$ cat src/rtl/jgsc_ram.sv
// ----------------------------------------------------------------------------
// jgsc_ram: generic simple dual-port ram
// One write port and one read port, read data registered.
// ----------------------------------------------------------------------------
module jgsc_ram #(
	parameter int WIDTH = 8,
	parameter int DEPTH = 64
) (
	input  logic                     clk,
	input  logic                     wr_en,
	input  logic [$clog2(DEPTH)-1:0] wr_addr,
	input  logic [WIDTH-1:0]         wr_data,
	input  logic                     rd_en,
	input  logic [$clog2(DEPTH)-1:0] rd_addr,
	output logic [WIDTH-1:0]         rd_data
);

	logic [WIDTH-1:0] mem_q [DEPTH];
	logic [WIDTH-1:0] rd_data_q;

	always_ff @(posedge clk) begin
		if (wr_en) begin
			mem_q[wr_addr] <= wr_data;
		end
		if (rd_en) begin
			rd_data_q <= mem_q[rd_addr];
		end
	end

	assign rd_data = rd_data_q;

endmodule

$ cat config.mk
export PLATFORM = sky130hd
export DESIGN_NAME = jgsc_ram
export DESIGN_NICKNAME = d
export VERILOG_FILES = /design/src/rtl/jgsc_ram.sv
export SDC_FILE = /design/constraint.sdc
export NUM_CORES = 1
export LEC_CHECK = 0
export BUFFER_PORTS_ARGS = -buffer_cell sky130_fd_sc_hd__buf_2
export CAP_MARGIN = 20
export CORE_ASPECT_RATIO = 0.75
export CORE_UTILIZATION = 45
export CTS_CLUSTER_DIAMETER = 200
export DETAILED_ROUTE_END_ITERATION = 6
export MAX_ROUTING_LAYER = met4
export PLACE_DENSITY = 0.59
export SYNTH_ARGS = -nofsm -noshare
export SYNTH_HDL_FRONTEND = slang
export SYNTH_SLANG_ARGS = --single-unit
export TNS_END_PERCENT = 20
$ cat constraint.sdc
create_clock -name clk -period 5.7 [get_ports clk]
set_input_delay 0.285 -clock clk [delete_from_list [all_inputs] [get_ports clk]]
set_output_delay 0.285 -clock clk [all_outputs]
set_load 0.05 [all_outputs]
; Word-level counts from Yosys, hierarchy flattened
; Memory sizes are Yosys's and may differ from the RTL's. A register that Yosys moved wholly into a read port is not among the register bits.
; Index checks and enable logic that the tools add are counted.
[word_totals]
output_inout_bits = 8
register_bits = 0
elab_cells = 3
memories = 1
mem_bits_rw = 512
inputBits = 23
[op_classes]
mux = 2
[mem_list]
columns = memory, depth, width, read_ports, rd_clocked_by_memory_dff, wr, line
row1 = mem_q, 64, 8, 1, 1, 1, 18  ; logic [WIDTH-1:0] mem_q [DEPTH];
[ops]
columns = op, count
row1 = 1-bit 2-to-1 mux, 2

; Depth between registers and ports, before layout
; Gate-level depths: netlist of the first run.
[depth]
ltp_word = 2
depth_mapped = 9
depth_no_buf = 5

; Worst setup path before layout of the first run
; OpenSTA, ideal clock, no wires.
[synth_timing]
path_kind = input-to-reg
from = input port rd_addr[1]
to = register rd_data_q[3] (netlist: rd_data[3]) (read register of mem_q), data pin
cell_stages = 7
arrival_time_ns = 1.825
path_slack_ns = 3.609
required_time_ns = 5.434
path_buffers = 3
setup_time_ns = 0.266
path_cell_list = buf_4 -> buf_2 -> buf_2 -> mux4_2 -> mux4_2 -> o21ai_1 -> o41ai_1
[synth_lines]
columns = element, line
row1 = start: declaration, 14  ; input logic [$clog2(DEPTH)-1:0] rd_addr,
row2 = end: declaration, 19  ; logic [WIDTH-1:0] rd_data_q;

==> results of run 1 <==
[flip-flops by register name (all words and copies together), names as in the netlist]
signal	count
rd_data	8
mem_q	512
[metrics by stage]
step                hold WS (ns)  power (µW)  std cells  worst slack (ns)  util, %
finish                    0.0878        7680       1599              3.06     51.1
global route              0.0634        7890       1599              2.84     51.1
CTS                       0.0623        7740       1598              3.01     51.1
detailed placement         0.664        4740       1514              2.43     47.8
global placement           0.662        4730       1514              2.45     47.8
floorplan                  0.384        4570        940              3.61        -
[final cells by class]
| type | count | area (µm²) | share of cell area [%] |
|---|---|---|---|
| sequential | 520 | 15600 | 69.7 |
| multi-input combinational | 369 | 4320 | 19.3 |
| clock buffer | 55 | 1250 | 5.57 |
| tap | 578 | 723 | 3.23 |
| timing repair buffer | 48 | 312 | 1.39 |
| clock inverter | 29 | 195 | 0.871 |
[metal layers]
layer	wire, µm	share of wire, %
met4	905	2.0
met1	20600	46
met2	20000	45
met5	0	0
met3	3270	7.3
[final timing paths]
check,endpoint,slack [ns],from
max reg2reg,rd_data[2],3.37,mem_q[47][2]
min,rd_data[4],0.09,rd_en
max,rd_data[5],3.06,rd_addr[0]
min reg2reg,rd_data[1],0.93,mem_q[22][1]
[power by group through the flow]
stage	clock network, µW	registers (µW)	logic (µW)
2_1_floorplan	0	4350	226
4_1_cts	3080	4250	404
6_report	3030	4250	400
5_1_grt	3210	4250	427
3_3_place_gp	0	4330	399
3_5_place_dp	0	4330	404
[critical path, delay by kind of cell]
family / cells / cell delay (ns)
mux: 2 / 1.13
buf+inv: 2 / 1.10
compound gates: 2 / 0.34
[Yosys cell counts, drive strengths merged, types with 8 or more instances]
| cell | count |
|---|---|
| clkbuf | 17 |
| o22ai | 8 |
| mux2i | 23 |
| nand2 | 19 |
| o221ai | 8 |
| edfxtp | 520 |
| mux2 | 13 |
| buf | 34 |
| nor2 | 83 |
| nor2b | 14 |
| nand3 | 13 |
| mux4 | 126 |
[cells by family (layout without fill, tap and decap cells)]
kind of cell	after synthesis	count (layout)	share of synthesized area [%]
muxes	162	162	15.9
DFF	520	520	77.1
AOI/OAI and AO/OA	54	54	2.06
buffers and inverters	51	132	1.56
and+or+nand+nor	153	153	3.37
==> results.txt, run 1 <==
The flow ran to the end, and the final reports show no timing, DRC or antenna violations. The TritonCTS clock tree is yes. The met1 track demand over resource is 31.5%. The worst setup path is captured at a register. The count of warnings emitted by yosys is 0. Clock skew on the completed layout was measured at 0.0227 ns. The number of distinct library cells after synthesis is 39. The H-tree depth reported by CTS came out at 2.

The slowest stage of the critical path is the mux4_2 cell. The hold-fix buffer count after cts came out at 0. The final routed wirelength across all metal layers came out at around 45000 µm. The number of global-route vias before repair is 9603. The highest-utilization routing layer at the global route stage is met1. The detailed-route via count is ~9500.

The initial utilization of the core area, before any placement, comes to 46.2%. The total count of hold-check failures in the final report came out at 0. The cell area after layout came out at between 20000 and 25000 µm². The most common cell after layout, fill and taps aside is edfxtp_1. Global routing used 29.3% of the available met2 tracks.

The detailed-route wire length per cell came out at around 28 µm. Adding up every negative setup slack in the final design gives 0 ns. The final critical delay including setup and external delays came out at roughly 2.6 ns. CTS placed an instance of clkbuf_16 at the clock tree root.

The reported leakage power came out at around 0.0069 µW. Along the worst hold path, the cell count comes to 1. STA classifies the critical path startpoint as an input pin. The x dimension of the die came out at approximately 250 µm. The maximum fanout along the worst path is 60. The clock drives 520 sinks.

The number of cells on the worst reg-to-reg path came out at 4. The remaining antenna violation count after routing is 0. From bottom edge to top edge, the die measures around 190 µm. The largest buffer count on any clock path came out at 3. The proportion of power drawn by combinational gates came out at 5.2%. The half-perimeter wire length after placement came out at around 26000 µm.

The top-area cell type share of the netlist area is 77.1%. Counting stages on the worst path, the most repeated cell is mux4_2. The post-synthesis register bit count came out at 520. Compared with the post-synthesis result, the final layout area differs by 10.7%. The final number of setup-violating endpoints is 0.

The total overflow reported by the global router came out at 0. The required time reported for the critical path endpoint came out at between 5 and 6 ns. The worst setup path is of the in2reg kind. The largest net degree at the start of global routing is 65. The clock-pin slew of the registers on the worst-case setup and hold paths is approximately 0.07 ns. The switching power of the nets came out at 1640 µW. The first global-routing pass estimated approximately 66000 µm of wire.

The number of antenna violations at the first check in global routing is 0. The post-cts gate resize count came out at 0. The power density normalized to cell area came out at 343 nW/µm². For this run, asynchronously set or reset flops after synthesis account for 0%. The number of pins exceeding their max-slew limit in the final report is 0.

Row generation in the floorplan step produced between 60 and 70 rows. 31 I/O pins were placed. The total cell area at the placement stage is approximately 21000 µm². Input and output buffers added on the ports amount to 30. The first detailed-routing pass ran for 5 iterations.

Summed over all instances, the cell type with the most area after synthesis is edfxtp_1. The maximum VDD drop is 0.000217 V. The highest achievable clock rate is roughly 380 MHz. The congestion estimate from routability-driven global placement came to roughly 0.8. For this run, the total global-route usage over all layers was measured as roughly 21%. The relative slew slack came out at between 20% and 30%. In this run the post-CTS setup repair buffer count came out at 0. The post-synthesis sequential area ratio is 77.1%. For met3 alone, demand over resource in global routing was about 3.6%. The placeable core area is between 40000 and 50000 µm². The share of final-layout standard cells stronger than drive strength 1 is 24.9%. Setup repair after global routing left no endpoint under its margin.

The endpoint arrival time on the critical path came out at between 2 and 3 ns. The mean number of vias per cell is 5.94. Traced cell by cell, the critical path runs through clkbuf_8 > buf_4 > mux4_2 > mux4_2 > o21ai_1 > o41ai_1.

The antenna diode count is 0. The starting DRC count in detailed routing is a little under 1000. The final routed DRC violation total is 0. The cell count after synthesis is 940. Leaving out fill and tap cells, the most frequent cells in the layout are edfxtp_1 (520), mux4_2 (126), nor2_1 (83), clkbuf_16 (49), buf_2 (27). The sequential share of power is between 50% and 60%.

The min-delay analysis places its worst path in the category in2reg. Counting every net in the synthesized netlist gives 963. The filler cell count in the final layout is 3400. By area the synthesized netlist is led by edfxtp_1 (77%), mux4_2 (14%), nor2_1 (1.5%). Net switching is a little over a fifth of the power.

The count of max-cap constraint violations came out at 0. For this run, the slowest stage of the critical path takes 0.60 ns. The post-synthesis cell area is around 20000 µm². The post-route clock period utilization is between 40% and 50%. The share of total power in the clock network is 39.5%. The transition time of the tightest slew-check pin is ~1.1 ns. The mean instance size in the synthesized netlist is 21.5 µm². TritonCTS created between 40 and 50 clock buffers. The layout net count is 1010. The cell internal power dissipation is slightly above 6000 µW.

The number of flops mapped to enable cells by yosys came out at 520. The die footprint is roughly 46000 µm². The insertion delay of the later-clocked pin in the worst-skew pair came out at roughly 0.57 ns. The most used flip-flop cell after synthesis is edfxtp_1.
No activity file was read; power rests on OpenSTA's default activity.
==> inputs of run 2 (changes only) <==
PLACE_DENSITY = 0.62   (was 0.59)
clock period = 2.3 ns   (was 5.7 ns; I/O delays follow)
==> run 2 against run 1 <==
  * The run now ends with design-rule violations left
  * Via count grew 5.1%
  * Clock skew grew 0.0059 ns
  * Combinational power grew to 2.8 times the previous value
  * Routed wire length grew 1.9%
  * Sequential power grew 150%
  * Largest power group unchanged
==> results.txt, run 2 (synthesis results as in run 1) <==
The detailed-route via count is ~10000. The endpoint arrival time on the critical path came out at roughly 2.4 ns. The layout net count is between 1000 and 1500. The TritonCTS clock tree is yes.

The x dimension of the die came out at between 200 and 250 µm. Summing all multi-input logic gate instances after layout gives ~4300 µm². The half-perimeter wire length after placement came out at roughly 30000 µm. The library cell used most frequently in the layout, excluding fill and tap cells, is edfxtp_1. Summed over all layers, the global routing overflow is 0. The total setup buffers inserted after CTS is 0. Setup violations remaining at the end of the flow were counted as 0. The startpoint identified for the worst register-to-register timing path is mem_q[3][5].

The clock-pin slew of the registers on the worst-case setup and hold paths came out at around 0.060 ns. The total CTS buffers came out at just under 50. The checks that failed: design-rule violations. STA classifies the critical path endpoint as a register. Summed over all cells, the static leakage comes to ~0.0076 µW.

For the pin with the worst max-slew slack, the measured transition is about 0.75 ns. Of all nets on the critical path, the largest fanout is 1. In this run the tool buffered the top-level ports with 30 buffer cells. The post-placement cell count is ~1600. The start point of the critical path is mem_q[3][5]. In the layout the commonest cells are edfxtp_1 (520), buf_4 (131), mux4_2 (126), nor2_1 (83), clkbuf_16 (49).

The largest net degree at the start of global routing is 65. Clock latency on the worst-skew pair, taken at its later pin, is 0.58 ns. Setup repair after global routing left no endpoint under its margin.

The post-route clock period utilization came out at ~89%. The tool flagged a number of max-cap violations equal to 0. The highest routing layer actually used is met4. The power density normalized to cell area is between 800 and 900 nW/µm². The effective utilization at floorplan came out at a little under half. The placeable core area is 43800 µm². In this run the worst hold path is classified as in2reg. The worst min-delay path startpoint is wr_data[2]. The worst-case clock skew came out at 0.0286 ns. The number of global-route vias before repair came out at between 9000 and 10000.

The number of iterations in the first detailed-routing pass is 7. The routed wire length on met3 came out at about 3900 µm. The share of final-layout standard cells stronger than drive strength 1 is 32.4%. The H-tree depth reported by CTS came out at 2.

Cells fill 53.7% of the core in the end. The final critical delay including setup and external delays came out at 2.05 ns. The chip height is roughly 190 µm. The total count of hold-check failures in the final report came out at 0.

The highest achievable clock rate is 487 MHz. The final routed DRC violation total came out at 2. The run finished, with violations left. The global-route total usage across every layer is between 20% and 30%. After detailed routing, the met2 layer carries between 20000 and 25000 µm of wire. The number of antenna violations at the first check in global routing came out at 2.

The CTS sink count came out at 520. The tree is rooted in a clkbuf_16. The number of flip-flops under the largest register name is between 500 and 600. Dividing the detail-routed via count by the number of cells gives around 5.8.

The placer's final routability congestion estimate is 0.862. The starting DRC count in detailed routing is about 1100. The combined flip-flop and latch cell area came out at ~16000 µm².

Post-CTS repair changed the size of 0 cells. The boundary pin count came out at 31. The remaining antenna violation count after routing came out at 0. Dividing the detail-routed wire length by the instance count gives roughly 26 µm.

The final routed wirelength across all metal layers is between 40000 and 50000 µm. The required time reported for the critical path endpoint is 2.62 ns. The count of non-filler cells in the finished layout came out at about 1700. The number of pins exceeding their max-slew limit in the final report is 0. The detailed-route wire length on metal 1 came out at between 20000 and 25000 µm. Fill cells in the final layout number 3343. The relative slew slack came out at 49.9%. The setup path with the least slack is of type reg2reg.

The die footprint came out at 45900 µm². The largest register by flop count is mem_q. The largest buffer count on any clock path came out at 3. The maximum VDD drop came out at 0.000575 V. The first-pass GRT wire length came out at a little under 70000 µm. STA classifies the critical path startpoint as a register. The signed area change from the synthesized netlist to the final layout came out at 16.3%. The site row count is between 60 and 70.
## run 2: cell count changes in the layout (fill, tap and decap cells not counted)
| cell | change |
|---|---|
| buf_12 | +12 |
| clkinv_4 | +1 |
| dlygate4sd3_1 | +2 |
| clkinv_8 | +2 |
| clkbuf_1 | +9 |
| inv_6 | -2 |
| diode_2 | +2 |
| buf_4 | +112 |
| clkinv_2 | -6 |
## run 2: power breakdown
group | total (µW) | switching [µW] | internal, µW
clock network | 7580 | 3430 | 4160
registers | 10500 | 29.5 | 10500
logic | 1100 | 655 | 444
total | 19200 | 4110 | 15100
## run 2: worst paths after layout
check,end,depth (start not counted),slack [ns]
worst max register to register,rd_data[5],5,0.25
worst min-delay path,mem_q[5][2],1,0.03
worst min register to register,rd_data[4],3,0.94
worst max-delay path,rd_data[5],5,0.25
## run 2: metal layers
metal / global-route usage [%] / vias to the layer above
met2: 30.7 / 403
li1: - / 4288
met5: - / -
met1: 31.6 / 5246
met3: 4.43 / 43
met4: 4.52 / 0
## run 2: through the flow
step	instance area, µm²	power [µW]	TNS, ns	setup slack, ns	hold WS, ns
detailed placement	22000	11800	-0.0154	-0.0154	0.514
global placement	22000	11800	0	0.0423	0.518
CTS	23500	19300	0	0.288	0.0244
finish	23500	19200	0	0.247	0.0262
global route	23500	19800	0	0.186	0.0440
floorplan	20200	11300	0	0.379	0.214
## run 2: critical path: stages (launching register included)
cell and delay, ns:
edfxtp_1 0.37, mux4_2 0.46, nor2b_1 0.14, a2111oi_0 0.53, buf_4 0.22, o41ai_1 0.07
## run 2: cell type report
type	count	share of cell area [%]
Sequential cell	520	66.3
Antenna cell	2	0.0213
Timing Repair Buffer	174	6.00
Multi-Input combinational cell	369	18.3
Clock inverter	24	0.803
Tap cell	578	3.07
Clock buffer	64	5.45
## run 2: what timing repair did
action | in CTS | in global routing
endpoints found under the hold margin | 8 | 8
setup endpoints to repair | 0 | 0
hold buffers | 1 | 1
==> inputs of run 3 (changes only) <==
RECOVER_POWER = 50   (was unset)
==> run 3 against run 2 <==
  * The flow finishes with violations (design-rule violations, max-capacitance violations, max-slew violations)
  * Clock power about the same
  * Die area did not move
  * Via count decreased by 0.55%
  * Cell area decreased by 0.40%
  * Sequential share of layout area rose by 0.27 points
  * Core utilization shrank 0.22 points
  * Flip-flop and latch count unchanged
  * Clock-buffer cell count unchanged
==> results.txt, run 3 (synthesis results as in run 1) <==
The H-tree depth reported by CTS came out at 2. The number of pins exceeding their max-slew limit in the final report is 34. The boundary pin count is 31. The worst setup path is launched from a register. The maximum fanout along the worst path came out at 1. The worst-case clock skew is about 0.028 ns. The smallest hold slack is around 0.077 ns. The remaining antenna violation count after routing came out at 0. Setup repair after global routing left no endpoint under its margin. The worst setup slack before clock tree synthesis came out at -0.0154 ns.

The final routed DRC violation total came out at 2. The cell depth of the worst hold path is 3. The worst hold path begins at wr_addr[2].

More flip-flops sit in one register than any other, and that register is mem_q. The starting DRC count in detailed routing came out at about 1100. Dividing the detail-routed wire length by the instance count gives 26.3 µm.

The setup total negative slack is 0 ns. The proportion of power drawn by combinational gates is 5.6%. CTS saw 520 sinks.

For hold timing, the worst endpoint is mem_q[53][2]. The path class of the tightest hold or removal check is in2reg. The clock-pin slew of the registers on the worst-case setup and hold paths is about 0.06 ns. For the worst setup path, the data arrival time is between 2 and 2.5 ns.

The total setup buffers inserted after CTS came out at 0. For this run, the share of the core covered by cells in the final layout is a little over half. The die covers ~46000 µm². In this run the critical register-to-register path is captured at rd_data[5]. The clock passes through at most 3 buffers. The count of max-cap constraint violations is 1. Compared with the post-synthesis result, the final layout area differs by 15.8%. In the layout the commonest cells are edfxtp_1 (520), mux4_2 (126), buf_4 (115), nor2_1 (83), clkbuf_16 (49). The share of final-layout standard cells stronger than drive strength 1 is between 30 and 40%. The final reports fail on design-rule violations, max-capacitance violations, max-slew violations.

The library cell used most frequently in the layout, excluding fill and tap cells, is edfxtp_1. The worst setup path is of the reg2reg kind. The detailed-route via count is ~9900. The post-route clock period utilization came out at between 80 and 90%. The final routed wirelength across all metal layers is between 40000 and 50000 µm. Headroom to the max-slew limit came out at -6.55%.

At the pin with the least slew margin, the transition time is ~1.6 ns. The die is 247 µm wide. The congestion estimate from routability-driven global placement came to about 0.86. The origin of the critical flop-to-flop path is mem_q[3][5]. The site row count is 66. TritonCTS built the clock tree. The reported leakage power came out at between 0.007 and 0.008 µW. The first-pass GRT wire length came out at approximately 68000 µm. At the end of the flow, the number of nets in the layout was 1137.

STA classifies the critical path endpoint as a register. The final critical delay including setup and external delays is 2.00 ns. The die is 186 µm tall. The setup slack of the most critical reg-to-reg path is between 0.2 and 0.3 ns.

The total count of hold-check failures in the final report is 0. The number of iterations in the first detailed-routing pass is 7. The flow ran to the end, but the final reports show violations.

The effective utilization at floorplan came out at 46.2%. The maximum VDD drop came out at roughly 0.00057 V. The mean number of vias per cell is 5.73. The analysis attributes to net switching a power of 4100 µW. The sequential share of power is between 50% and 60%. Setup violations remaining at the end of the flow were counted as 0. The global-route total usage across every layer came out at about a fifth.

The number of antenna violations at the first check in global routing is 2. The root buffer cell chosen for the clock tree is clkbuf_16. The number of clock buffers added by TritonCTS is between 40 and 50. The number of buffer cells added on primary ports is 30. The number of global-route vias before repair was ~9900. The highest achievable clock rate is ~500 MHz. The required time reported for the critical path endpoint came out at around 2.6 ns. In this run the power density over the cells is about 820 nW/µm².

The half-perimeter wire length after placement came out at slightly below 30000 µm. The total overflow reported by the global router is 0. Entering global routing, the biggest net connects 65 pins.

The worst setup slack after layout is approximately 0.30 ns. The register with the most flip-flops in the layout has 512 of them. The placeable core area came out at between 40000 and 50000 µm². The filler cell count in the final layout came out at 3358. Of the total power, the share spent switching nets is 21.4%. The number of cells on the worst reg-to-reg path came out at 5. The share of total power in the clock network came out at about two fifths. The cell internal power dissipation is 15100 µW. The insertion delay of the later-clocked pin in the worst-skew pair is 0.58 ns.
run 3: final cells by class:
class / count / area [µm²] / area share [%]
multi-input combinational: 369 / 4320 / 18.4
tap: 578 / 723 / 3.08
sequential: 520 / 15600 / 66.6
timing repair buffer: 174 / 1320 / 5.62
antenna: 2 / 5.00 / 0.0213
clock inverter: 24 / 189 / 0.806
clock buffer: 64 / 1280 / 5.47
run 3: how the worst max path moves through the flow:
stage | cells past startpoint | slack [ns] | startpoint | end
floorplan | 7 | 0.38 | rd_addr[1] | rd_data[3]
global placement | 6 | 0.04 | rd_addr[0] | rd_data[3]
detailed placement | 7 | -0.02 | rd_addr[0] | rd_data[5]
CTS | 5 | 0.29 | mem_q[3][5] | rd_data[5]
global route | 5 | 0.19 | mem_q[2][5] | rd_data[5]
finish | 5 | 0.30 | mem_q[3][5] | rd_data[5]
run 3: stage by stage:
stage | power [µW] | std cells | cell area, µm²
floorplan | 11300 | 940 | 20200
global placement | 11800 | 1638 | 22000
detailed placement | 11800 | 1638 | 22000
CTS | 19300 | 1727 | 23500
global route | 19800 | 1731 | 23400
finish | 19200 | 1731 | 23400
run 3: timing repair:
action | CTS | global route
hold buffers | 1 | 1
hold endpoints to repair | 8 | 8
resized for setup | 0 | 0
run 3: critical path: stages (launching register included):
cell	delay [ns]
edfxtp_1	0.37
mux4_2	0.47
nor2b_1	0.14
a2111oi_0	0.48
buf_4	0.21
o41ai_1	0.07
run 3: metal layers:
metal	global-route usage, %	share of wire, %	wire length, µm	up-vias
met5	-	0	0	-
li1	-	-	-	4288
met1	31.6	45	20300	5214
met3	4.43	8.7	3950	46
met2	30.7	45	20500	377
met4	4.52	1.6	739	0
run 3: power by group through the flow:
stage                     sequential (µW)  combinational (µW)  clock [µW]
after floorplan                     10800                 559           0
after global placement              10700                1090           0
after detailed placement            10700                1100           0
after CTS                           10500                1100        7680
after global routing                10500                1160        8050
final                               10500                1080        7580
